### src/rtl/sfr_pkg.sv
package sfr_pkg;

   // Fixed sizes of the data path.
   localparam int BYTE_W      = 8;
   localparam int STORE_DEPTH = 8;
   localparam int PLEN_W      = 4;
   localparam int RLEN_W      = 4;
   localparam int TEXT_W      = STORE_DEPTH * BYTE_W;
   localparam int CNT_W       = 4;
   localparam int QUEUE_DEPTH = 4;

   // Defaults for the top-level parameters.
   localparam int PATTERN_MAX_DEF = 8;
   localparam int REPLACE_MAX_DEF = 8;

   // Configuration port.
   localparam int CSR_IDX_W  = 3;
   localparam int CSR_DATA_W = 64;

   localparam logic [CSR_IDX_W-1:0] REG_PATTERN_LENGTH     = 3'd0;
   localparam logic [CSR_IDX_W-1:0] REG_PATTERN_BYTES      = 3'd1;
   localparam logic [CSR_IDX_W-1:0] REG_REPLACEMENT_LENGTH = 3'd2;
   localparam logic [CSR_IDX_W-1:0] REG_REPLACEMENT_BYTES  = 3'd3;

   // One queued command: up to eight bytes to send, how many, and whether the
   // request closed the text. A zero count with last set is a bare end marker.
   typedef struct packed {
      logic [STORE_DEPTH-1:0][BYTE_W-1:0] bytes;
      logic [CNT_W-1:0]                   count;
      logic                               last;
   } cmd_type;

endpackage

### src/rtl/sfr_front.sv
module sfr_front #(
   parameter int PATTERN_MAX = sfr_pkg::PATTERN_MAX_DEF,
   parameter int REPLACE_MAX = sfr_pkg::REPLACE_MAX_DEF
) (
   input  logic                            clock,
   input  logic                            reset,
   input  logic                            req_valid,
   output logic                            req_stall,
   input  logic [sfr_pkg::BYTE_W-1:0]      req_in_byte,
   input  logic                            req_in_last,
   input  logic                            csr_write,
   input  logic [sfr_pkg::CSR_IDX_W-1:0]   csr_index,
   input  logic [sfr_pkg::CSR_DATA_W-1:0]  csr_data,
   input  logic                            queue_full,
   output logic                            push,
   output sfr_pkg::cmd_type                push_cmd
);

   localparam int WIN_DEPTH = (PATTERN_MAX < sfr_pkg::STORE_DEPTH) ?
                              PATTERN_MAX : sfr_pkg::STORE_DEPTH;
   localparam int REP_CAP   = (REPLACE_MAX < sfr_pkg::STORE_DEPTH) ?
                              REPLACE_MAX : sfr_pkg::STORE_DEPTH;
   localparam int FILL_W    = $clog2(WIN_DEPTH + 1);

   logic [sfr_pkg::PLEN_W-1:0] plen_ff, plen_in;
   logic [sfr_pkg::TEXT_W-1:0] pat_ff, pat_in;
   logic [sfr_pkg::RLEN_W-1:0] rlen_ff, rlen_in;
   logic [sfr_pkg::TEXT_W-1:0] rep_ff, rep_in;

   logic [WIN_DEPTH-1:0][sfr_pkg::BYTE_W-1:0] win_ff, win_in;
   logic [FILL_W-1:0]                          fill_ff, fill_in;

   logic                                            accept;
   logic                                            cfg_hit;
   logic [sfr_pkg::PLEN_W-1:0]                      plen_eff;
   logic [sfr_pkg::RLEN_W-1:0]                      rlen_eff;
   logic [sfr_pkg::PLEN_W-1:0]                      fill_plus;
   logic                                            full;
   logic                                            mism;
   logic [sfr_pkg::STORE_DEPTH-1:0][sfr_pkg::BYTE_W-1:0] cand;

   assign req_stall = queue_full;
   assign accept    = req_valid && !queue_full;
   assign cfg_hit   = csr_write && (csr_index <= sfr_pkg::REG_REPLACEMENT_BYTES);

   // Configuration registers.
   always_comb begin
      plen_in = plen_ff;
      pat_in  = pat_ff;
      rlen_in = rlen_ff;
      rep_in  = rep_ff;
      if (csr_write) begin
         case (csr_index)
            sfr_pkg::REG_PATTERN_LENGTH:     plen_in = csr_data[sfr_pkg::PLEN_W-1:0];
            sfr_pkg::REG_PATTERN_BYTES:      pat_in  = csr_data[sfr_pkg::TEXT_W-1:0];
            sfr_pkg::REG_REPLACEMENT_LENGTH: rlen_in = csr_data[sfr_pkg::RLEN_W-1:0];
            sfr_pkg::REG_REPLACEMENT_BYTES:  rep_in  = csr_data[sfr_pkg::TEXT_W-1:0];
            default: ;
         endcase
      end
   end

   // Effective lengths: a zero pattern length counts as one, and both lengths
   // saturate at what the window and the command can hold.
   always_comb begin
      if (plen_ff == '0) begin
         plen_eff = sfr_pkg::PLEN_W'(1);
      end else if (plen_ff > sfr_pkg::PLEN_W'(WIN_DEPTH)) begin
         plen_eff = sfr_pkg::PLEN_W'(WIN_DEPTH);
      end else begin
         plen_eff = plen_ff;
      end
      if (rlen_ff > sfr_pkg::RLEN_W'(REP_CAP)) begin
         rlen_eff = sfr_pkg::RLEN_W'(REP_CAP);
      end else begin
         rlen_eff = rlen_ff;
      end
   end

   // Window with the new byte placed after the held ones, and the compare.
   always_comb begin
      cand = '0;
      mism = 1'b0;
      for (int i = 0; i < WIN_DEPTH; i++) begin
         cand[i] = (fill_ff == FILL_W'(i)) ? req_in_byte : win_ff[i];
      end
      for (int i = 0; i < WIN_DEPTH; i++) begin
         if ((sfr_pkg::PLEN_W'(i) < plen_eff) &&
             (cand[i] != pat_ff[i*sfr_pkg::BYTE_W +: sfr_pkg::BYTE_W])) begin
            mism = 1'b1;
         end
      end
   end

   assign fill_plus = sfr_pkg::PLEN_W'(fill_ff) + sfr_pkg::PLEN_W'(1);
   assign full      = (fill_plus == plen_eff);

   // Classify the request into one command and update the window.
   always_comb begin
      win_in   = win_ff;
      fill_in  = fill_ff;
      push_cmd = '0;
      push     = 1'b0;
      if (accept) begin
         push_cmd.last = req_in_last;
         if (full && !mism) begin
            // Match: send the replacement and empty the window.
            push_cmd.bytes = rep_ff;
            push_cmd.count = sfr_pkg::CNT_W'(rlen_eff);
            fill_in        = '0;
         end else if (full) begin
            // Mismatch: send the oldest byte, or the whole window at the end.
            push_cmd.bytes = cand;
            if (req_in_last) begin
               push_cmd.count = sfr_pkg::CNT_W'(plen_eff);
               fill_in        = '0;
            end else begin
               push_cmd.count = sfr_pkg::CNT_W'(1);
               for (int i = 0; i < WIN_DEPTH - 1; i++) begin
                  win_in[i] = cand[i+1];
               end
               fill_in = FILL_W'(plen_eff - sfr_pkg::PLEN_W'(1));
            end
         end else begin
            // Window not yet full: hold the byte, or flush all at the end.
            push_cmd.bytes = cand;
            if (req_in_last) begin
               push_cmd.count = sfr_pkg::CNT_W'(fill_plus);
               fill_in        = '0;
            end else begin
               for (int i = 0; i < WIN_DEPTH; i++) begin
                  win_in[i] = cand[i];
               end
               fill_in = FILL_W'(fill_plus);
            end
         end
         push = (push_cmd.count != '0) || req_in_last;
      end
      if (cfg_hit) begin
         fill_in = '0;
      end
   end

   always_ff @(posedge clock) begin
      if (reset) begin
         plen_ff <= sfr_pkg::PLEN_W'(1);
         pat_ff  <= '0;
         rlen_ff <= '0;
         rep_ff  <= '0;
         fill_ff <= '0;
      end else begin
         plen_ff <= plen_in;
         pat_ff  <= pat_in;
         rlen_ff <= rlen_in;
         rep_ff  <= rep_in;
         fill_ff <= fill_in;
      end
   end

   always_ff @(posedge clock) begin
      win_ff <= win_in;
   end

`ifndef SYNTHESIS
   a_fill_below_plen: assert property (@(posedge clock) disable iff (reset)
      sfr_pkg::PLEN_W'(fill_ff) < plen_eff)
      else $error("window holds a full pattern between requests");
   a_cfg_clears: assert property (@(posedge clock) disable iff (reset)
      cfg_hit |=> (fill_ff == '0))
      else $error("register write did not empty the window");
`endif

endmodule

### src/rtl/sfr_queue.sv
module sfr_queue (
   input  logic             clock,
   input  logic             reset,
   input  logic             push,
   input  sfr_pkg::cmd_type push_cmd,
   input  logic             pop,
   output sfr_pkg::cmd_type head,
   output logic             full,
   output logic             empty
);

   localparam int DEPTH = sfr_pkg::QUEUE_DEPTH;
   localparam int PTR_W = (DEPTH > 1) ? $clog2(DEPTH) : 1;
   localparam int CNT_W = $clog2(DEPTH + 1);

   sfr_pkg::cmd_type  mem_ff [DEPTH];
   logic [PTR_W-1:0]  wr_ptr_ff, wr_ptr_in;
   logic [PTR_W-1:0]  rd_ptr_ff, rd_ptr_in;
   logic [CNT_W-1:0]  count_ff, count_in;

   assign full  = (count_ff == CNT_W'(DEPTH));
   assign empty = (count_ff == '0);
   assign head  = mem_ff[rd_ptr_ff];

   // Pointer and occupancy update.
   always_comb begin
      wr_ptr_in = wr_ptr_ff;
      rd_ptr_in = rd_ptr_ff;
      count_in  = count_ff;
      if (push) begin
         wr_ptr_in = (wr_ptr_ff == PTR_W'(DEPTH - 1)) ? '0 : wr_ptr_ff + PTR_W'(1);
      end
      if (pop) begin
         rd_ptr_in = (rd_ptr_ff == PTR_W'(DEPTH - 1)) ? '0 : rd_ptr_ff + PTR_W'(1);
      end
      if (push && !pop) begin
         count_in = count_ff + CNT_W'(1);
      end else if (pop && !push) begin
         count_in = count_ff - CNT_W'(1);
      end
   end

   always_ff @(posedge clock) begin
      if (reset) begin
         wr_ptr_ff <= '0;
         rd_ptr_ff <= '0;
         count_ff  <= '0;
      end else begin
         wr_ptr_ff <= wr_ptr_in;
         rd_ptr_ff <= rd_ptr_in;
         count_ff  <= count_in;
      end
   end

   always_ff @(posedge clock) begin
      if (push) begin
         mem_ff[wr_ptr_ff] <= push_cmd;
      end
   end

`ifndef SYNTHESIS
   a_no_overflow: assert property (@(posedge clock) disable iff (reset)
      push |-> !full)
      else $error("command pushed into a full queue");
   a_no_underflow: assert property (@(posedge clock) disable iff (reset)
      pop |-> !empty)
      else $error("command popped from an empty queue");
`endif

endmodule

### src/rtl/sfr_back.sv
module sfr_back (
   input  logic                        clock,
   input  logic                        reset,
   input  sfr_pkg::cmd_type            head,
   input  logic                        empty,
   output logic                        pop,
   output logic                        rsp_valid,
   input  logic                        rsp_stall,
   output logic [sfr_pkg::BYTE_W-1:0]  rsp_out_byte,
   output logic                        rsp_has_byte,
   output logic                        rsp_out_last
);

   localparam int D = sfr_pkg::STORE_DEPTH;

   logic                                busy_ff, busy_in;
   logic [sfr_pkg::CNT_W-1:0]           rem_ff, rem_in;
   logic [D-1:0][sfr_pkg::BYTE_W-1:0]   cur_ff, cur_in;
   logic                                cur_last_ff, cur_last_in;

   logic                                out_valid_ff, out_valid_in;
   logic [sfr_pkg::BYTE_W-1:0]          out_byte_ff, out_byte_in;
   logic                                out_has_ff, out_has_in;
   logic                                out_last_ff, out_last_in;

   logic                                can_load;

   assign can_load     = !out_valid_ff || !rsp_stall;
   assign rsp_valid    = out_valid_ff;
   assign rsp_out_byte = out_byte_ff;
   assign rsp_has_byte = out_has_ff;
   assign rsp_out_last = out_last_ff;

   // Serialize commands into the output register, one result per cycle unless stalled.
   always_comb begin
      busy_in      = busy_ff;
      rem_in       = rem_ff;
      cur_in       = cur_ff;
      cur_last_in  = cur_last_ff;
      out_valid_in = out_valid_ff;
      out_byte_in  = out_byte_ff;
      out_has_in   = out_has_ff;
      out_last_in  = out_last_ff;
      pop          = 1'b0;
      if (can_load) begin
         if (busy_ff) begin
            // Continue the command in progress.
            out_valid_in = 1'b1;
            out_byte_in  = cur_ff[0];
            out_has_in   = 1'b1;
            out_last_in  = cur_last_ff && (rem_ff == sfr_pkg::CNT_W'(1));
            for (int i = 0; i < D - 1; i++) begin
               cur_in[i] = cur_ff[i+1];
            end
            rem_in  = rem_ff - sfr_pkg::CNT_W'(1);
            busy_in = (rem_ff != sfr_pkg::CNT_W'(1));
         end else if (!empty) begin
            // Start a new command straight from the queue head.
            pop          = 1'b1;
            out_valid_in = 1'b1;
            cur_last_in  = head.last;
            if (head.count == '0) begin
               out_byte_in = '0;
               out_has_in  = 1'b0;
               out_last_in = 1'b1;
               busy_in     = 1'b0;
            end else begin
               out_byte_in = head.bytes[0];
               out_has_in  = 1'b1;
               out_last_in = head.last && (head.count == sfr_pkg::CNT_W'(1));
               for (int i = 0; i < D - 1; i++) begin
                  cur_in[i] = head.bytes[i+1];
               end
               rem_in  = head.count - sfr_pkg::CNT_W'(1);
               busy_in = (head.count != sfr_pkg::CNT_W'(1));
            end
         end else begin
            out_valid_in = 1'b0;
         end
      end
   end

   always_ff @(posedge clock) begin
      if (reset) begin
         busy_ff      <= 1'b0;
         out_valid_ff <= 1'b0;
      end else begin
         busy_ff      <= busy_in;
         out_valid_ff <= out_valid_in;
      end
   end

   always_ff @(posedge clock) begin
      rem_ff      <= rem_in;
      cur_ff      <= cur_in;
      cur_last_ff <= cur_last_in;
      out_byte_ff <= out_byte_in;
      out_has_ff  <= out_has_in;
      out_last_ff <= out_last_in;
   end

`ifndef SYNTHESIS
   a_marker_is_last: assert property (@(posedge clock) disable iff (reset)
      (out_valid_ff && !out_has_ff) |-> out_last_ff)
      else $error("end marker without the last flag");
   a_busy_has_bytes: assert property (@(posedge clock) disable iff (reset)
      busy_ff |-> (rem_ff != '0))
      else $error("serializer busy with no bytes left");
`endif

endmodule

### src/rtl/stream_find_replace.sv
// Streaming find-and-replace on a byte stream.
// Requests arrive on req_valid/req_stall, one text byte each, with
// req_in_last marking the final byte of a text. Every leftmost,
// non-overlapping occurrence of the pattern is replaced by the replacement;
// results leave on rsp_valid/rsp_stall, one byte each, with rsp_out_last on
// the final result of a text. A text whose end leaves nothing to send gets a
// single result with rsp_has_byte low.
// The csr_ port writes pattern and replacement; a write to a known register
// empties the lookahead window. Write only while the block is idle.
// A request's first result passes the command queue and the output register
// before it reaches the ports. The front takes one request per cycle unless
// stalled; the back sends one result per cycle unless stalled, so a request
// producing k results holds the back until all k are sent, and a four-entry
// command queue between them lets the front keep accepting meanwhile.
// req_stall rises only when that queue is full. A stall on rsp_stall holds
// the result register and, through the queue, eventually the input.
// Reset clears the window, the queue and the output register and sets the
// registers to pattern length one, everything else zero.
module stream_find_replace #(
   parameter int PATTERN_MAX = sfr_pkg::PATTERN_MAX_DEF,
   parameter int REPLACE_MAX = sfr_pkg::REPLACE_MAX_DEF
) (
   input  logic                            clock,
   input  logic                            reset,
   input  logic                            req_valid,
   output logic                            req_stall,
   input  logic [sfr_pkg::BYTE_W-1:0]      req_in_byte,
   input  logic                            req_in_last,
   output logic                            rsp_valid,
   input  logic                            rsp_stall,
   output logic [sfr_pkg::BYTE_W-1:0]      rsp_out_byte,
   output logic                            rsp_has_byte,
   output logic                            rsp_out_last,
   input  logic                            csr_write,
   input  logic [sfr_pkg::CSR_IDX_W-1:0]   csr_index,
   input  logic [sfr_pkg::CSR_DATA_W-1:0]  csr_data
);

   logic             push;
   sfr_pkg::cmd_type push_cmd;
   logic             pop;
   sfr_pkg::cmd_type head;
   logic             queue_full;
   logic             queue_empty;

   sfr_front #(
      .PATTERN_MAX (PATTERN_MAX),
      .REPLACE_MAX (REPLACE_MAX)
   ) u_front (
      .clock       (clock),
      .reset       (reset),
      .req_valid   (req_valid),
      .req_stall   (req_stall),
      .req_in_byte (req_in_byte),
      .req_in_last (req_in_last),
      .csr_write   (csr_write),
      .csr_index   (csr_index),
      .csr_data    (csr_data),
      .queue_full  (queue_full),
      .push        (push),
      .push_cmd    (push_cmd)
   );

   sfr_queue u_queue (
      .clock    (clock),
      .reset    (reset),
      .push     (push),
      .push_cmd (push_cmd),
      .pop      (pop),
      .head     (head),
      .full     (queue_full),
      .empty    (queue_empty)
   );

   sfr_back u_back (
      .clock        (clock),
      .reset        (reset),
      .head         (head),
      .empty        (queue_empty),
      .pop          (pop),
      .rsp_valid    (rsp_valid),
      .rsp_stall    (rsp_stall),
      .rsp_out_byte (rsp_out_byte),
      .rsp_has_byte (rsp_has_byte),
      .rsp_out_last (rsp_out_last)
   );

endmodule

### config.mk
export PLATFORM = sky130hd
export DESIGN_NAME = stream_find_replace
export DESIGN_NICKNAME = d
export VERILOG_FILES = /design/src/rtl/sfr_pkg.sv /design/src/rtl/sfr_front.sv /design/src/rtl/sfr_queue.sv /design/src/rtl/sfr_back.sv /design/src/rtl/stream_find_replace.sv
export SDC_FILE = /design/constraint.sdc
export NUM_CORES = 1
export LEC_CHECK = 0
export BUFFER_PORTS_ARGS = -buffer_cell sky130_fd_sc_hd__buf_2
export CORE_MARGIN = 2
export CORE_UTILIZATION = 55
export CTS_BUF_LIST = sky130_fd_sc_hd__clkbuf_2
export CTS_CLUSTER_DIAMETER = 200
export DETAILED_ROUTE_END_ITERATION = 8
export PLACE_DENSITY = 0.77
export REMOVE_ABC_BUFFERS = 1
export SYNTH_ARGS = -nofsm -noshare
export SYNTH_HDL_FRONTEND = slang
export SYNTH_SLANG_ARGS = --single-unit
### constraint.sdc
create_clock -name clock -period 7.8 [get_ports clock]
set_clock_uncertainty 0.05 [all_clocks]
set_input_delay 0.78 -clock clock [delete_from_list [all_inputs] [get_ports clock]]
set_output_delay 0.78 -clock clock [all_outputs]
set_load 0.05 [all_outputs]
==> flow_summary.json <==
{
  "post_drt_wl_per_cell_um": 22.97,
  "grt_first_pass_wirelength_mm": 101.2,
  "critPathLaunchType": "flop",
  "grt_start_max_net_pins": 80,
  "placedCellCount": 2582,
  "grt_antenna_before_repair": 2,
  "drt_wl_total_mm": 66.51,
  "critPathKind": "flop to flop",
  "dpl.hpwl_mm": 42.24,
  "detailedRoute.firstIterationViolations": 2300,
  "cts_repair_resize_count": 0,
  "first_pass_iters": 6,
  "clockBufferDepth": 3,
  "cts_tree": "done",
  "placement_rows": 77,
  "io_buffer_count": 92,
  "combinational_power_share": 0.228,
  "synth.avg_cell_area_um2": 12.25,
  "yosysWarningCount": 0,
  "number_of_synthesized_flops_with_an_enable_pin": 411,
  "result_of_the_run": "complete, no violations",
  "worst-path-max-fanout": 46,
  "period_share": 0.7901,
  "post-cts-setup-buffer-count": 0,
  "critical_path.reg2reg.startpoint": "u_front.fill_ff[0]",
  "cp_data_arrival_time_ns": 6.88,
  "gpl.final_weighted_congestion": 0.9284,
  "sequentialPowerShare": 0.515,
  "core_area_um2": 44220,
  "finalCriticalPeriod_ns": 6.163,
  "clock_tree.htree_level_count": 4,
  "die_h_um": 215.6,
  "power.net_switching_w": 0.002446,
  "area_growth_syn_to_layout_pct": 11.64,
  "grt_overflow": 0,
  "ctsHoldBuffers": 65,
  "min_to": "u_front.fill_ff[2]",
  "rsz_0062_raised_after_global_routing": "no",
  "internal-power_w": 0.005470,
  "final_cells": 2895,
  "timing.hold.worst.class": "primary input to flop",
  "max-vdd-ir-drop_mv": 0.3656,
  "ant_nets": 0,
  "die_area_um2": 46480,
  "pwr_density_cell_nw_per_um2": 288.0,
  "pre_cts_ws_ns": 1.833,
  "drc": 0,
  "worstReg2RegEnd": "u_queue.mem_ff[1][49]",
  "ys_types": 64,
  "worstPathRequired_ns": 8.52,
  "pin_count": 93,
  "first_global_vias": 17120,
  "worst_r2r_path_depth": 13,
  "setup_viol": 0,
  "final_layout_size_suffix_gt1_frac": 0.2147,
  "syn-instance-count": 2011,
  "path_clk_slew_ns": 0.11,
  "grt_use_total": 0.2860,
  "synth_flop_cell": "sky130_fd_sc_hd__edfxtp_1",
  "post_drt_via_cell_ratio": 6.169,
  "clockPowerShare": 0.257,
  "multi_input_comb_area_um2": 8563,
  "ys_ff_latch": 562,
  "hold_path.startpoint": "req_in_last",
  "clock_sink_count": 562,
  "worstHoldPathCells": 3,
  "max_freq_mhz": 162.3,
  "ys_seq_area_frac": 0.6240,
  "clock_latency_on_the_worst_skew_pair_ns": 1.13,
  "layout.filler_cells": 3321,
  "slew_violations": 0,
  "cellLeakagePower_nw": 9.901,
  "endpoint_kind": "flop",
  "max_slew.worst_pin.slew_ns": 1.130,
  "async_flop_share": 0,
  "seqCellArea_um2": 15370,
  "max_cap_violations": 0,
  "num_vias": 17860,
  "initial_utilization": 0.5569,
  "sw_frac_of_total": 0.3090,
  "most_used_cells_in_the_layout_excluding_fill_and_tap_cells": "sky130_fd_sc_hd__edfxtp_1, sky130_fd_sc_hd__nand2_1, sky130_fd_sc_hd__clkbuf_2",
  "die_w_um": 215.6,
  "clock_tree.root_cell": "sky130_fd_sc_hd__clkbuf_2",
  "setup.reg_to_reg.worst_slack_ns": 1.64,
  "post_synth_instance_area_um2": 24620,
  "worst_slew_margin_rel": 0.2441,
  "setup_slack_ns": 1.637,
  "cts-buffers-inserted": 137,
  "report.power.total_w": 0.007916,
  "nets": 2294,
  "layout_commonest_cell": "sky130_fd_sc_hd__edfxtp_1",
  "finalHoldViolCount": 0
}
-- registers in the layout, indices dropped and copies added, names as in the netlist, 2 cells and up, named ones only --
signal               flops
u_queue.mem_ff         276
u_front.pat_ff          64
u_front.rep_ff          64
u_front.win_ff          64
u_back.cur_ff           56
u_back.rsp_out_byte      8
u_back.rem_ff            4
u_front.fill_ff          4
u_front.plen_ff          4
u_front.rlen_ff          4
u_queue.count_ff         3
u_queue.rd_ptr_ff        2
u_queue.wr_ptr_ff        2
-- cells by family (layout without fill, tap and decap cells) --
family | after synthesis | in the layout | share of synthesized area
buffers and inverters | 193 | 483 | 0.03059
XOR/XNOR | 42 | 42 | 0.01494
adder cells (fa/ha/maj) | 19 | 19 | 0.009959
AO/OA/AOI/OAI | 362 | 362 | 0.08816
other | 0 | 2 | 0
AND/OR/NAND/NOR | 636 | 636 | 0.1145
multiplexers | 197 | 197 | 0.1179
flip-flops | 562 | 562 | 0.6240
-- Yosys cell counts, types with 4 or more instances --
cell / n / share of area
sky130_fd_sc_hd__a2111oi_0: 4 / 0.0014
sky130_fd_sc_hd__a211oi_1: 46 / 0.014
sky130_fd_sc_hd__a21oi_1: 173 / 0.035
sky130_fd_sc_hd__a31oi_1: 5 / 0.0013
sky130_fd_sc_hd__and2_1: 9 / 0.0023
sky130_fd_sc_hd__buf_1: 21 / 0.0032
sky130_fd_sc_hd__buf_2: 14 / 0.0028
sky130_fd_sc_hd__clkbuf_1: 94 / 0.014
sky130_fd_sc_hd__dfxtp_1: 151 / 0.12
sky130_fd_sc_hd__edfxtp_1: 411 / 0.50
sky130_fd_sc_hd__ha_1: 18 / 0.0091
sky130_fd_sc_hd__inv_1: 61 / 0.0093
sky130_fd_sc_hd__mux2_2: 53 / 0.024
sky130_fd_sc_hd__mux2i_1: 73 / 0.030
sky130_fd_sc_hd__mux4_2: 69 / 0.063
sky130_fd_sc_hd__nand2_1: 307 / 0.047
sky130_fd_sc_hd__nand2b_1: 15 / 0.0038
sky130_fd_sc_hd__nand3_1: 8 / 0.0016
sky130_fd_sc_hd__nand3b_1: 4 / 0.0012
sky130_fd_sc_hd__nor2_1: 163 / 0.025
sky130_fd_sc_hd__nor2b_1: 20 / 0.0051
sky130_fd_sc_hd__nor3_1: 15 / 0.0030
sky130_fd_sc_hd__nor3b_1: 5 / 0.0015
sky130_fd_sc_hd__nor4_1: 52 / 0.013
sky130_fd_sc_hd__o21ai_0: 23 / 0.0047
sky130_fd_sc_hd__o22ai_1: 83 / 0.021
sky130_fd_sc_hd__or2_2: 14 / 0.0036
sky130_fd_sc_hd__or3_1: 5 / 0.0013
sky130_fd_sc_hd__or4_1: 6 / 0.0018
sky130_fd_sc_hd__xnor2_1: 13 / 0.0046
sky130_fd_sc_hd__xor2_1: 29 / 0.010
-- routing by layer --
metal,wire length (um),global-route usage
met1,26980,0.4075
met2,30410,0.4319
met3,7218,0.06653
met4,1908,0.1048
met5,0,0
-- power groups by stage --
stage	logic (W)	clock network, W	registers [W]
3_3_place_gp	0.00174	0	0.00413
2_1_floorplan	0.00111	0	0.00426
4_1_cts	0.00181	0.00206	0.00408
3_5_place_dp	0.00178	0	0.00415
6_report	0.00180	0.00204	0.00408
5_1_grt	0.00195	0.00220	0.00412
-- final cells by class --
| type | instances | share of cell area |
|---|---|---|
| clock buffers | 212 | 0.03860 |
| flip-flops and latches | 562 | 0.5591 |
| well taps | 592 | 0.02694 |
| multi-input cells | 1256 | 0.3115 |
| repair buffers | 176 | 0.04570 |
| inverters | 61 | 0.008329 |
| diodes | 2 | 0.0001821 |
| clock inverters | 34 | 0.009604 |
-- metrics by stage --
step	setup TNS [ns]	util	hold slack, ns	area (um2)
final	0	0.6217	0.1329	27490
after global placement	0	0.5769	0.3918	25510
after detailed placement	0	0.5769	0.3983	25510
after floorplan	-96.96	-	0.3800	24100
after global routing	0	0.6217	0.05525	27490
after CTS	0	0.6215	0.003721	27490
-- worst max-delay path by stage --
stage / start / to
2_1_floorplan: u_front.fill_ff[0] / u_front.win_ff[0]
3_3_place_gp: u_front.fill_ff[0] / u_queue.mem_ff[0][49]
3_5_place_dp: u_front.fill_ff[0] / u_queue.mem_ff[3][49]
4_1_cts: u_front.fill_ff[0] / u_queue.mem_ff[2][49]
5_1_grt: u_front.fill_ff[0] / u_queue.mem_ff[1][49]
6_report: u_front.fill_ff[0] / u_queue.mem_ff[1][49]
-- critical path, cell delays in order (launching register included) --
cell and delay (ns):
sky130_fd_sc_hd__dfxtp_1 0.42, sky130_fd_sc_hd__inv_1 0.12, sky130_fd_sc_hd__ha_1 0.22, sky130_fd_sc_hd__nor3b_2 0.89, sky130_fd_sc_hd__mux2i_1 0.41, sky130_fd_sc_hd__xor2_1 0.18, sky130_fd_sc_hd__nand3_1 0.11, sky130_fd_sc_hd__or4_1 0.60
sky130_fd_sc_hd__a211oi_1 0.45, sky130_fd_sc_hd__a31oi_4 0.33, sky130_fd_sc_hd__buf_4 0.37, sky130_fd_sc_hd__nor2_2 0.20, sky130_fd_sc_hd__nand2_2 0.66, sky130_fd_sc_hd__a211oi_1 0.78
(Power assumes the default switching activity.)
